--- src/sv/smfp_pkg.sv ---
// shared types, constants and the hex digit decoder of the slcan motor feedback parser
// no dependencies
`timescale 1ns / 1ps

package smfp_pkg;

	localparam logic [7:0]  START_CHAR        = 8'h74;
	localparam logic [7:0]  HEX_LETTER_OFFSET = 8'd10;
	localparam logic [4:0]  POS_HUNT          = 5'd0;
	localparam logic [4:0]  POS_FIRST         = 5'd1;
	localparam logic [4:0]  ID_LAST_POS       = 5'd3;
	localparam logic [4:0]  DATA_FIRST_POS    = 5'd5;
	localparam logic [4:0]  DATA_LAST_POS     = 5'd18;
	localparam logic [4:0]  FRAME_LAST_POS    = 5'd20;

	localparam int unsigned ID_W    = 12;
	localparam int unsigned DATA_W  = 56;
	localparam int unsigned APB_W   = 32;
	localparam int unsigned PADDR_W = 3;

	localparam logic [ID_W-1:0] LEFT_ID_RESET  = 12'h201;
	localparam logic [ID_W-1:0] RIGHT_ID_RESET = 12'h202;

	// register index, taken from paddr bit 2
	localparam logic REG_LEFT_ID  = 1'b0;
	localparam logic REG_RIGHT_ID = 1'b1;

	typedef struct packed {
		logic        hit;
		logic        motor_index;
		logic [15:0] angle;
		logic [15:0] prev_angle;
		logic [15:0] speed;
		logic [15:0] current;
		logic [7:0]  temperature;
	} smfp_result_t;

	// non-hex characters decode as zero
	function automatic logic [3:0] hex_nibble(input logic [7:0] ch);
		logic [7:0] val;
		val = 8'd0;
		if (ch >= 8'h30 && ch <= 8'h39) begin
			val = ch - 8'h30;
		end else if (ch >= 8'h41 && ch <= 8'h46) begin
			val = ch - 8'h41 + HEX_LETTER_OFFSET;
		end else if (ch >= 8'h61 && ch <= 8'h66) begin
			val = ch - 8'h61 + HEX_LETTER_OFFSET;
		end
		return val[3:0];
	endfunction

endpackage

--- src/sv/smfp_ifs.sv ---
// valid/ready channel interfaces: received character stream and motor feedback results
// no dependencies
`timescale 1ns / 1ps

interface smfp_byte_if;
	logic       valid;
	logic       ready;
	logic [7:0] rx_byte;

	modport source (output valid, output rx_byte, input ready);
	modport sink (input valid, input rx_byte, output ready);
endinterface

interface smfp_fb_if;
	logic        valid;
	logic        ready;
	logic        motor_index;
	logic [15:0] angle;
	logic [15:0] prev_angle;
	logic [15:0] speed;
	logic [15:0] current;
	logic [7:0]  temperature;

	modport source (output valid, output motor_index, output angle, output prev_angle,
		output speed, output current, output temperature, input ready);
	modport sink (input valid, input motor_index, input angle, input prev_angle,
		input speed, input current, input temperature, output ready);
endinterface

--- src/sv/smfp_cfg_regs.sv ---
// apb-style register file holding the two motor identifiers
// depends on smfp_pkg
`timescale 1ns / 1ps

module smfp_cfg_regs
	import smfp_pkg::*;
(
	input  logic               clk,
	input  logic               arst_n,
	input  logic               psel,
	input  logic               penable,
	input  logic               pwrite,
	input  logic [PADDR_W-1:0] paddr,
	input  logic [APB_W-1:0]   pwdata,
	output logic [APB_W-1:0]   prdata,
	output logic               pready,
	output logic [ID_W-1:0]    left_id,
	output logic [ID_W-1:0]    right_id
);

	logic [ID_W-1:0] left_id_q;
	logic [ID_W-1:0] right_id_q;
	logic            wr_en;
	logic            reg_sel;

	assign pready  = 1'b1;
	assign reg_sel = paddr[2];
	assign wr_en   = psel && penable && pwrite && pready;

	always_ff @(posedge clk or negedge arst_n) begin
		if (!arst_n) begin
			left_id_q  <= LEFT_ID_RESET;
			right_id_q <= RIGHT_ID_RESET;
		end else if (wr_en) begin
			case (reg_sel)
				REG_LEFT_ID: left_id_q <= pwdata[ID_W-1:0];
				REG_RIGHT_ID: right_id_q <= pwdata[ID_W-1:0];
				default: ;
			endcase
		end
	end

	always_comb begin
		case (reg_sel)
			REG_LEFT_ID: prdata = {{(APB_W-ID_W){1'b0}}, left_id_q};
			REG_RIGHT_ID: prdata = {{(APB_W-ID_W){1'b0}}, right_id_q};
			default: prdata = '0;
		endcase
	end

	assign left_id  = left_id_q;
	assign right_id = right_id_q;

endmodule

--- src/sv/smfp_parser_core.sv ---
// frame tracker: character position, id and data accumulators, per-motor angle store
// depends on smfp_pkg
`timescale 1ns / 1ps

module smfp_parser_core
	import smfp_pkg::*;
(
	input  logic            clk,
	input  logic            arst_n,
	input  logic            step,
	input  logic [7:0]      ch,
	input  logic [ID_W-1:0] left_id,
	input  logic [ID_W-1:0] right_id,
	output smfp_result_t    result
);

	logic [4:0]        pos_q;
	logic [ID_W-1:0]   id_q;
	logic [DATA_W-1:0] data_q;
	logic [15:0]       angle_q [2];

	logic [3:0] nib;
	logic       last_char;
	logic       left_hit;
	logic       right_hit;
	logic       idx;

	assign nib       = hex_nibble(ch);
	assign last_char = (pos_q == FRAME_LAST_POS);
	assign left_hit  = (id_q == left_id);
	assign right_hit = (id_q == right_id);
	// left wins when both match
	assign idx       = !left_hit;

	always_comb begin
		result.hit         = last_char && (left_hit || right_hit);
		result.motor_index = idx;
		result.angle       = data_q[55:40];
		result.prev_angle  = angle_q[idx];
		result.speed       = data_q[39:24];
		result.current     = data_q[23:8];
		result.temperature = data_q[7:0];
	end

	always_ff @(posedge clk or negedge arst_n) begin
		if (!arst_n) begin
			pos_q      <= POS_HUNT;
			id_q       <= '0;
			data_q     <= '0;
			angle_q[0] <= '0;
			angle_q[1] <= '0;
		end else if (step) begin
			if (pos_q == POS_HUNT) begin
				if (ch == START_CHAR) begin
					pos_q  <= POS_FIRST;
					id_q   <= '0;
					data_q <= '0;
				end
			end else begin
				if (pos_q <= ID_LAST_POS) begin
					id_q <= {id_q[ID_W-5:0], nib};
				end else if (pos_q >= DATA_FIRST_POS && pos_q <= DATA_LAST_POS) begin
					data_q <= {data_q[DATA_W-5:0], nib};
				end
				if (last_char) begin
					pos_q <= POS_HUNT;
					if (result.hit) begin
						angle_q[idx] <= data_q[55:40];
					end
				end else begin
					pos_q <= pos_q + 5'd1;
				end
			end
		end
	end

endmodule

--- src/sv/slcan_motor_feedback_parser_unit.sv ---
// top level of the slcan motor feedback parser: input stage, frame tracker, result register
// depends on smfp_pkg, smfp_ifs, smfp_cfg_regs and smfp_parser_core
`timescale 1ns / 1ps

// usage
//   rx carries one received character per transfer (valid/ready); the block hunts for 't',
//   then takes 20 more characters: 3 id digits, one length digit (ignored), 14 data digits, 2 ignored
//   non-hex characters inside a frame count as digit zero; a 't' inside a frame does not restart
//   after the last character the id is matched against left_motor_id (index 0) and
//   right_motor_id (index 1), left wins on a tie; a match gives one transfer on fb with
//   angle, previous angle of that motor, speed, current and temperature, unmatched frames vanish
// configuration: apb-style port, left id at address 0, right id at address 4; the user must write
//   the ids only while the block is idle, the block does not enforce it; pready is tied high
// path: an accepted character is registered in the input stage, the result of the last frame
//   character is registered in the result register and shows on fb from there
// throughput: one character per cycle while no result is held off on fb; everything runs through the
//   input register, the tracker logic and the result register in a single pass
// stalls: when fb is held off with a result pending, the input stage freezes and rx.ready
//   drops once that stage is full; rx keeps taking one more character meanwhile
// reset (arst_n low): hunting for 't', accumulators and stored angles cleared, ids back to
//   0x201 and 0x202, no result pending

module slcan_motor_feedback_parser_unit
	import smfp_pkg::*;
(
	input  logic               clk,
	input  logic               arst_n,
	smfp_byte_if.sink          rx,
	smfp_fb_if.source          fb,
	input  logic               psel,
	input  logic               penable,
	input  logic               pwrite,
	input  logic [PADDR_W-1:0] paddr,
	input  logic [APB_W-1:0]   pwdata,
	output logic [APB_W-1:0]   prdata,
	output logic               pready
);

	logic [ID_W-1:0] left_id;
	logic [ID_W-1:0] right_id;

	// input stage
	logic       valid_s1;
	logic [7:0] byte_s1;

	// result register
	logic         fb_valid_q;
	smfp_result_t fb_q;

	logic         adv;
	logic         step;
	smfp_result_t result;

	smfp_cfg_regs u_cfg (
		.clk      (clk),
		.arst_n   (arst_n),
		.psel     (psel),
		.penable  (penable),
		.pwrite   (pwrite),
		.paddr    (paddr),
		.pwdata   (pwdata),
		.prdata   (prdata),
		.pready   (pready),
		.left_id  (left_id),
		.right_id (right_id)
	);

	// the input stage moves on whenever the result slot is free or drains this cycle
	assign adv      = !fb_valid_q || fb.ready;
	assign step     = valid_s1 && adv;
	assign rx.ready = !valid_s1 || adv;

	always_ff @(posedge clk or negedge arst_n) begin
		if (!arst_n) begin
			valid_s1 <= 1'b0;
		end else if (rx.ready) begin
			valid_s1 <= rx.valid;
		end
	end

	always_ff @(posedge clk) begin
		if (rx.ready && rx.valid) begin
			byte_s1 <= rx.rx_byte;
		end
	end

	smfp_parser_core u_core (
		.clk      (clk),
		.arst_n   (arst_n),
		.step     (step),
		.ch       (byte_s1),
		.left_id  (left_id),
		.right_id (right_id),
		.result   (result)
	);

	always_ff @(posedge clk or negedge arst_n) begin
		if (!arst_n) begin
			fb_valid_q <= 1'b0;
		end else if (adv) begin
			fb_valid_q <= step && result.hit;
		end
	end

	always_ff @(posedge clk) begin
		if (step && result.hit) begin
			fb_q <= result;
		end
	end

	assign fb.valid       = fb_valid_q;
	assign fb.motor_index = fb_q.motor_index;
	assign fb.angle       = fb_q.angle;
	assign fb.prev_angle  = fb_q.prev_angle;
	assign fb.speed       = fb_q.speed;
	assign fb.current     = fb_q.current;
	assign fb.temperature = fb_q.temperature;

	// an accepted character always lands in the input stage
	a_rx_lands: assert property (@(posedge clk) disable iff (!arst_n)
		rx.valid && rx.ready |=> valid_s1)
		else $error("accepted character missing from input stage");

	// a frozen input stage keeps its character
	a_s1_hold: assert property (@(posedge clk) disable iff (!arst_n)
		valid_s1 && !adv |=> valid_s1 && $stable(byte_s1))
		else $error("input stage lost its character while stalled");

	// the tracker never advances over a pending, stalled result
	a_no_overrun: assert property (@(posedge clk) disable iff (!arst_n)
		!(fb_valid_q && !fb.ready && step))
		else $error("tracker stepped while result register blocked");

endmodule
--- src/flat_wrapper.sv ---
// flat-port wrapper written by rule: the top's interface ports become plain ports
module slcan_motor_feedback_parser_unit_flat import smfp_pkg::*;
  (clk, arst_n, psel, penable, pwrite, paddr, pwdata, prdata, pready, rx_valid, rx_rx_byte, rx_ready, fb_valid, fb_motor_index, fb_angle, fb_prev_angle, fb_speed, fb_current, fb_temperature, fb_ready);
  smfp_byte_if rx_i ();
  smfp_fb_if fb_i ();
  input  logic clk;
  input  logic arst_n;
  input  logic psel;
  input  logic penable;
  input  logic pwrite;
  input  logic [PADDR_W-1:0] paddr;
  input  logic [APB_W-1:0] pwdata;
  output logic [APB_W-1:0] prdata;
  output logic pready;
  input wire logic [$bits(rx_i.valid)-1:0] rx_valid;
  input wire logic [$bits(rx_i.rx_byte)-1:0] rx_rx_byte;
  output wire logic [$bits(rx_i.ready)-1:0] rx_ready;
  output wire logic [$bits(fb_i.valid)-1:0] fb_valid;
  output wire logic [$bits(fb_i.motor_index)-1:0] fb_motor_index;
  output wire logic [$bits(fb_i.angle)-1:0] fb_angle;
  output wire logic [$bits(fb_i.prev_angle)-1:0] fb_prev_angle;
  output wire logic [$bits(fb_i.speed)-1:0] fb_speed;
  output wire logic [$bits(fb_i.current)-1:0] fb_current;
  output wire logic [$bits(fb_i.temperature)-1:0] fb_temperature;
  input wire logic [$bits(fb_i.ready)-1:0] fb_ready;
  assign rx_i.valid = rx_valid;
  assign rx_i.rx_byte = rx_rx_byte;
  assign rx_ready = rx_i.ready;
  assign fb_valid = fb_i.valid;
  assign fb_motor_index = fb_i.motor_index;
  assign fb_angle = fb_i.angle;
  assign fb_prev_angle = fb_i.prev_angle;
  assign fb_speed = fb_i.speed;
  assign fb_current = fb_i.current;
  assign fb_temperature = fb_i.temperature;
  assign fb_i.ready = fb_ready;
  slcan_motor_feedback_parser_unit u_core (.clk(clk), .arst_n(arst_n), .rx(rx_i), .fb(fb_i), .psel(psel), .penable(penable), .pwrite(pwrite), .paddr(paddr), .pwdata(pwdata), .prdata(prdata), .pready(pready));
endmodule
--- config.mk ---
export PLATFORM = sky130hd
export DESIGN_NAME = slcan_motor_feedback_parser_unit_flat
export DESIGN_NICKNAME = d
export VERILOG_FILES = /design/src/sv/smfp_pkg.sv /design/src/sv/smfp_ifs.sv /design/src/sv/smfp_cfg_regs.sv /design/src/sv/smfp_parser_core.sv /design/src/sv/slcan_motor_feedback_parser_unit.sv /design/src/flat_wrapper.sv
export SDC_FILE = /design/constraint.sdc
export NUM_CORES = 1
export LEC_CHECK = 0
export BUFFER_PORTS_ARGS = -buffer_cell sky130_fd_sc_hd__buf_4
export CORE_ASPECT_RATIO = 1.1
export CORE_MARGIN = 3
export CORE_UTILIZATION = 30
export DETAILED_ROUTE_END_ITERATION = 8
export PLACE_DENSITY_LB_ADDON = 0.12
export SLEW_MARGIN = 20
export SYNTH_ARGS = -nofsm -noshare
export SYNTH_HDL_FRONTEND = slang
export SYNTH_HIERARCHICAL = 1
export SYNTH_SLANG_ARGS = --single-unit
--- constraint.sdc ---
create_clock -name clk -period 5.1 [get_ports clk]
set_clock_uncertainty 0.1 [all_clocks]
set_input_delay 0.255 -clock clk [delete_from_list [all_inputs] [get_ports clk]]
set_output_delay 0.255 -clock clk [all_outputs]
set_load 0.02 [all_outputs]
## After elaboration in Yosys (flattened, before gate mapping)

Cells that the tools add are included.
W data, S select, Z words.

| word-level totals | value |
|---|---|
| output and inout port bits | 108 |
| logic and storage cells | 88 |
| flip-flop bits (word level) | 212 |

| operators by class | value |
|---|---|
| muxes and demuxes | 20 |
| equality and inequality tests | 6 |
| bitwise logic cells | 3 |
| add/sub/neg operators | 6 |
| reductions and logical operators | 26 |
| order comparisons | 11 |

Operators with widths:

| kind | count |
|---|---|
| $mux W56 | 4 |
| $mux W16 | 4 |
| $pmux W32 S2 | 1 |
| $mux W12 | 3 |
| $bwmux W32 | 1 |
| $eq A12 B12 Y1 | 2 |
| $demux W16 S1 | 1 |
| $ge A8 B7 Y1 const B | 2 |
| $le A8 B7 Y1 const B | 2 |
| $mux W5 | 3 |
| $mux W4 | 3 |
| $sub A4 B1 Y4 const B | 3 |
| $logic_and A1 B1 Y1 | 11 |
| $add A4 B4 Y4 const B | 2 |
| $eq A8 B7 Y1 const B | 1 |
| $ge A8 B6 Y1 const B | 1 |
| $le A8 B6 Y1 const B | 1 |
| $reduce_and A4 Y1 | 2 |
| $reduce_and A2 Y1 | 3 |
| $add A5 B1 Y5 const B | 1 |
| $eq A5 B5 Y1 const B | 1 |
| $ge A5 B3 Y1 const B | 1 |
| $le A5 B2 Y1 const B | 1 |
| $le A5 B5 Y1 const B | 1 |
| 11 further kinds | 17 |

## Depth between registers and ports, before layout

| depth | value |
|---|---|
| depth in word-level cells | 8 |
| gate-level depth with buffers | 9 |

## By module

The synthesis kept the hierarchy.

By module, submodules not included:

| module | times used | cells an instance | area an instance (µm²) |
|---|---|---|---|
| smfp_parser_core | 1 | 470 | 4944.7 |
| slcan_motor_feedback_parser_unit | 1 | 91 | 2543.7 |
| smfp_cfg_regs | 1 | 88 | 1277.5 |

## Worst setup path after synthesis

Ideal clock, no wire load.

| timing | value |
|---|---|
| kind | register -> register |
| from | register u_core.u_cfg.left_id_q[9] (netlist: u_core/u_cfg/left_id[9]) |
| to | register u_core.fb_q (netlist bit u_core/fb.angle[0]) (enable) |
| arrival | 5.000 ns |
| data required time | 4.487 ns |
| stages on the path, launching flop included | 9 |
| slack | -0.513 ns |
| setup time | 0.513 ns |
| path through | dfstp_2 > xnor2_1 > nand4_1 > nor3_4 > buf_4 > inv_1 > a21oi_1 > nand2_1 > nor2b_1 |

RTL lines:

| item | RTL line | RTL |
|---|---|---|
| from (decl) | smfp_cfg_regs.sv:21 | `logic [ID_W-1:0] left_id_q;` |
| from (signal assigned) | smfp_cfg_regs.sv:36 | `REG_LEFT_ID: left_id_q <= pwdata[ID_W-1:0];` |
| to (signal assigned) | slcan_motor_feedback_parser_unit.sv:107 | `fb_q <= result;` |
| to (decl) | slcan_motor_feedback_parser_unit.sv:48 | `smfp_result_t fb_q;` |

## Final worst setup path

| timing | value |
|---|---|
| from | register u_core.u_core.pos_q[0] |
| to | register u_core/u_core/angle_q[13] in the netlist's numbering |

| between the ends | value |
|---|---|
| word-level cells in the longest chain between the ends | 3 |
| elaborated cells on any way between the ends | 5 |
| those cells by class | eq/ne (1); bitwise (1); reduce/logical (3) |

Ends and longest elaborated chain:

| item | RTL line | RTL |
|---|---|---|
| from (decl) | smfp_parser_core.sv:17 | `logic [4:0] pos_q;` |
| from (signal assigned) | smfp_parser_core.sv:71 | `pos_q <= pos_q + 5'd1;` |
| $eq A5 B5 Y1 / $logic_not A5 Y1 (equally long branches) | smfp_parser_core.sv:29, smfp_parser_core.sv:53 |  |
| $logic_and A1 B1 Y1 / $not A1 Y1 (equally long branches) | - |  |
| $reduce_and A4 Y1 (no source line) * | - |  |
| to (signal, indexed assignment) | smfp_parser_core.sv:68 | `angle_q[idx] <= data_q[55:40];` |
| to (decl) | smfp_parser_core.sv:20 | `logic [15:0] angle_q [2];` |

Mark *: on every way between the ends. The rest lies on a longest branch, timed or not.
A chain may end at the register's enable or synchronous reset.

==> impl_metrics.tcl <==
set metrics [dict create \
    yosys.area.top_type "dfrtp_1" \
    worstSetupStartpointType "register" \
    placed_area_um2 9920 \
    wirelength_met1_mm 7.87 \
    seqCellArea_um2 5720 \
    drive_above_1_share_pct 32.0 \
    vdd_drop_max_v 0.000230 \
    yosysSeqAreaShare_pct 65.2 \
    clockBufferDepth 3 \
    drc 0 \
    io_pins 158 \
    finalCritPeriodShare_pct 65.6 \
    ff2ff_path_depth 8 \
    grt_antenna_before_repair 0 \
    worstPathArrival_ns 3.63 \
    outcome "completed" \
    io_buffer_count 114 \
    powerDensity_nw_per_um2 428 \
    firstDrtPassIters 4 \
    placementRows 65 \
    routed-via-count 5186 \
    grt-ovfl-total 0 \
    worst-slew-pin-transition_ns 0.904 \
    highest_layer "met4" \
    clk_pin_slew_ns 0.06 \
    fin_util_pct 38.3 \
    instances_no_fill 1177 \
    routedWlPerCell_um 15.4 \
    slew_headroom_pct 39.8 \
    post-place-cells 1107 \
    wl_met3_um 864 \
    path_class "reg2reg" \
    synth-seq-cells 212 \
    cp_max_fo 65 \
    nFillCells 2764 \
    min_path_cells 3 \
    hp-class "in2reg" \
    wl_mm 18.1 \
    met2_length_mm 9.10 \
    syn_to_final_growth_pct 25.5 \
    r2r_setup_slack_ns 1.76 \
    htreeDepth 1 \
    ant_nets 0 \
    p_leak_nw 4.89 \
    grt_pass1_vias 5530 \
    setup_violations 0 \
    ys_warn_count 6 \
    drtIter0Drc 237 \
    cts_resized 0 \
    synth_adder_area_share_pct 0.999 \
    synth_cell_types 50 \
    async_flop_share_pct 61.8 \
    holdPathEnd "u_core/u_cfg/left_id[11]" \
    diodes 0 \
    postCtsSetupBuffers 0 \
    max_cap_viol_count 0 \
    synth_top_area_share_pct 36.3 \
    multi_input_area_um2 2810 \
    die_y_um 185 \
    max_freq_ghz 0.299 \
    synth-edff-count 81 \
    synth_area_per_cell_um2 13.5 \
    grt_use_total_pct 11.6 \
    rsz0062_at_grt "false" \
    hold_start "penable" \
    gp_congestion 0.735 \
    chipWidth_um 169 \
    synthXorXnorAreaFrac_pct 2.58 \
    clockRootBuffer "clkbuf_16" \
    synth.area.top_cells "dfrtp_1 (36%), edfxtp_1 (28%), mux2_2 (8.0%)" \
    final_net_count 848 \
    critical_path_required_ns 5.38 \
    start_util_pct 30.5 \
    synth_top_flop_cell "dfrtp_1" \
    finalInstanceArea_um2 11000 \
    clk-insertion-delay-late_ns 0.50 \
    clock-sinks 212 \
    r2r-end "u_core/u_core/angle_q[13]" \
    yosys.area_share.simple_pct 9.65 \
    cts_hold_buf 24 \
    r2r-start "u_core/u_core/pos_q[0]" \
    vias_per_cell 4.41 \
    fin_crit_ns 3.34 \
    endpoint_kind "register" \
    setup_tns_ns 0 \
    syn-cell-area_um2 8770 \
    die_area_um2 31300 \
    cts_tree "built" \
    synth_top_family_by_area "multiplexers" \
    coreArea_um2 28700 \
    finalHoldViolCount 0 \
    synth_compound_gate_area_share_pct 5.15 \
    muxShareOfSynthArea_pct 12.5 \
    grt_pass1_wl_mm 29.4 \
    post_synth_inst_count 649 \
    grt_max_degree 95 \
    cts_made_buffers 24 \
    finalMaxSlewViolations 0 \
    dp_hpwl_mm 11.8 \
]
==> stage by stage <==
| step | hold WS (ns) | setup slack (ns) | total power, mW |
|---|---|---|---|
| after detailed placement | 0.332 | 1.53 | 3.02 |
| after CTS | 0.188 | 1.50 | 4.77 |
| after global placement | 0.321 | 1.58 | 2.99 |
| final | 0.219 | 1.76 | 4.71 |
| after floorplan | -0.141 | 0.904 | 2.76 |
| after global routing | 0.206 | 1.50 | 4.99 |
==> cell usage after synthesis (3+ instances only) <==
cell type / number
a21oi_1: 5
nor4_1: 4
nand4_1: 5
o21ai_0: 66
dfstp_2: 4
mux2_2: 62
and3_1: 3
dfrtp_1: 127
mux2_4: 20
edfxtp_1: 81
nand2b_1: 5
buf_4: 25
nand3_1: 3
nand2_1: 128
ha_1: 7
xor2_1: 12
nor2_1: 5
mux2_1: 8
buf_2: 5
buf_6: 3
inv_1: 6
nor3b_1: 3
xnor2_1: 12
clkbuf_1: 17
==> cell usage in the layout, fill, tap and decap left out, drive strengths merged, types with 12 or more instances in the layout <==
master,synthesis,final
nand2,128,128
dfrtp,127,127
buf,33,123
mux2,90,90
edfxtp,81,81
o21ai,68,68
clkbuf,17,30
dlygate4sd3,0,24
conb,2,21
xnor2,13,13
xor2,12,12
==> sequential cells by signal, summed over array words and instances (netlist names), 12 cells and up <==
| name | flops |
|---|---|
| u_core/fb.current | 16 |
| u_core/u_core/data_q | 56 |
| u_core/fb.angle | 16 |
| u_core/fb.prev_angle | 16 |
| u_core/u_cfg/right_id | 12 |
| u_core/u_cfg/left_id | 12 |
| u_core/u_core/id_q | 12 |
| u_core/u_core/angle_q | 32 |
| u_core/fb.speed | 16 |
==> worst max-delay path by stage <==
stage / start / end / slack (ns)
floorplan: u_core/u_cfg/left_id[9] / u_core/fb.angle[0] / 0.90
global placement: u_core/u_core/pos_q[0] / u_core/u_core/angle_q[13] / 1.58
detailed placement: u_core/u_core/pos_q[0] / u_core/u_core/angle_q[13] / 1.53
CTS: u_core/u_core/pos_q[0] / u_core/u_core/angle_q[2] / 1.50
global route: u_core/u_core/pos_q[0] / u_core/u_core/angle_q[15] / 1.50
finish: u_core/u_core/pos_q[0] / u_core/u_core/angle_q[13] / 1.76
==> critical path, stage by stage (launching register included) <==
cell and delay, ns:
dfrtp_1 0.46, inv_1 0.11, ha_1 0.28, nand2_2 0.12, buf_4 0.63, nand3_1 0.33, nor3_4 0.61, buf_8 0.23
mux2_2 0.33
==> kinds of logic (layout without fill, tap and decap cells) <==
| kind of cell | count (synthesis) | in the layout |
|---|---|---|
| DFF | 212 | 212 |
| and+or+nand+nor | 173 | 173 |
| muxes | 91 | 91 |
| AOI/OAI and AO/OA | 83 | 83 |
| buffers and inverters | 56 | 197 |
| xor gates and xnor gates | 25 | 25 |
| adders and majority gates | 7 | 7 |
| other | 2 | 21 |
==> power by group <==
group	leakage, nW	switching [mW]	total (mW)	internal [mW]
combinational	1.87	0.525	0.852	0.327
sequential	2.64	0.181	2.16	1.98
clock	0.389	0.663	1.70	1.04
==> cell type report <==
| cell class | count | area share [%] |
|---|---|---|
| multi-input cells | 400 | 25.6 |
| flip-flops and latches | 212 | 52.0 |
| inverters | 6 | 0.205 |
| clock buffers | 30 | 6.14 |
| clock inverters | 14 | 1.08 |
| repair buffers | 147 | 10.9 |
| well taps | 368 | 4.19 |
==> layer usage <==
layer  vias to the layer above  global-route usage [%]
li1                       2518                       -
met1                      2545                    14.6
met2                       104                    20.3
met3                        19                    2.52
met4                         0                    2.79
met5                         -                       0
No activity file was read; power rests on OpenSTA's default activity.
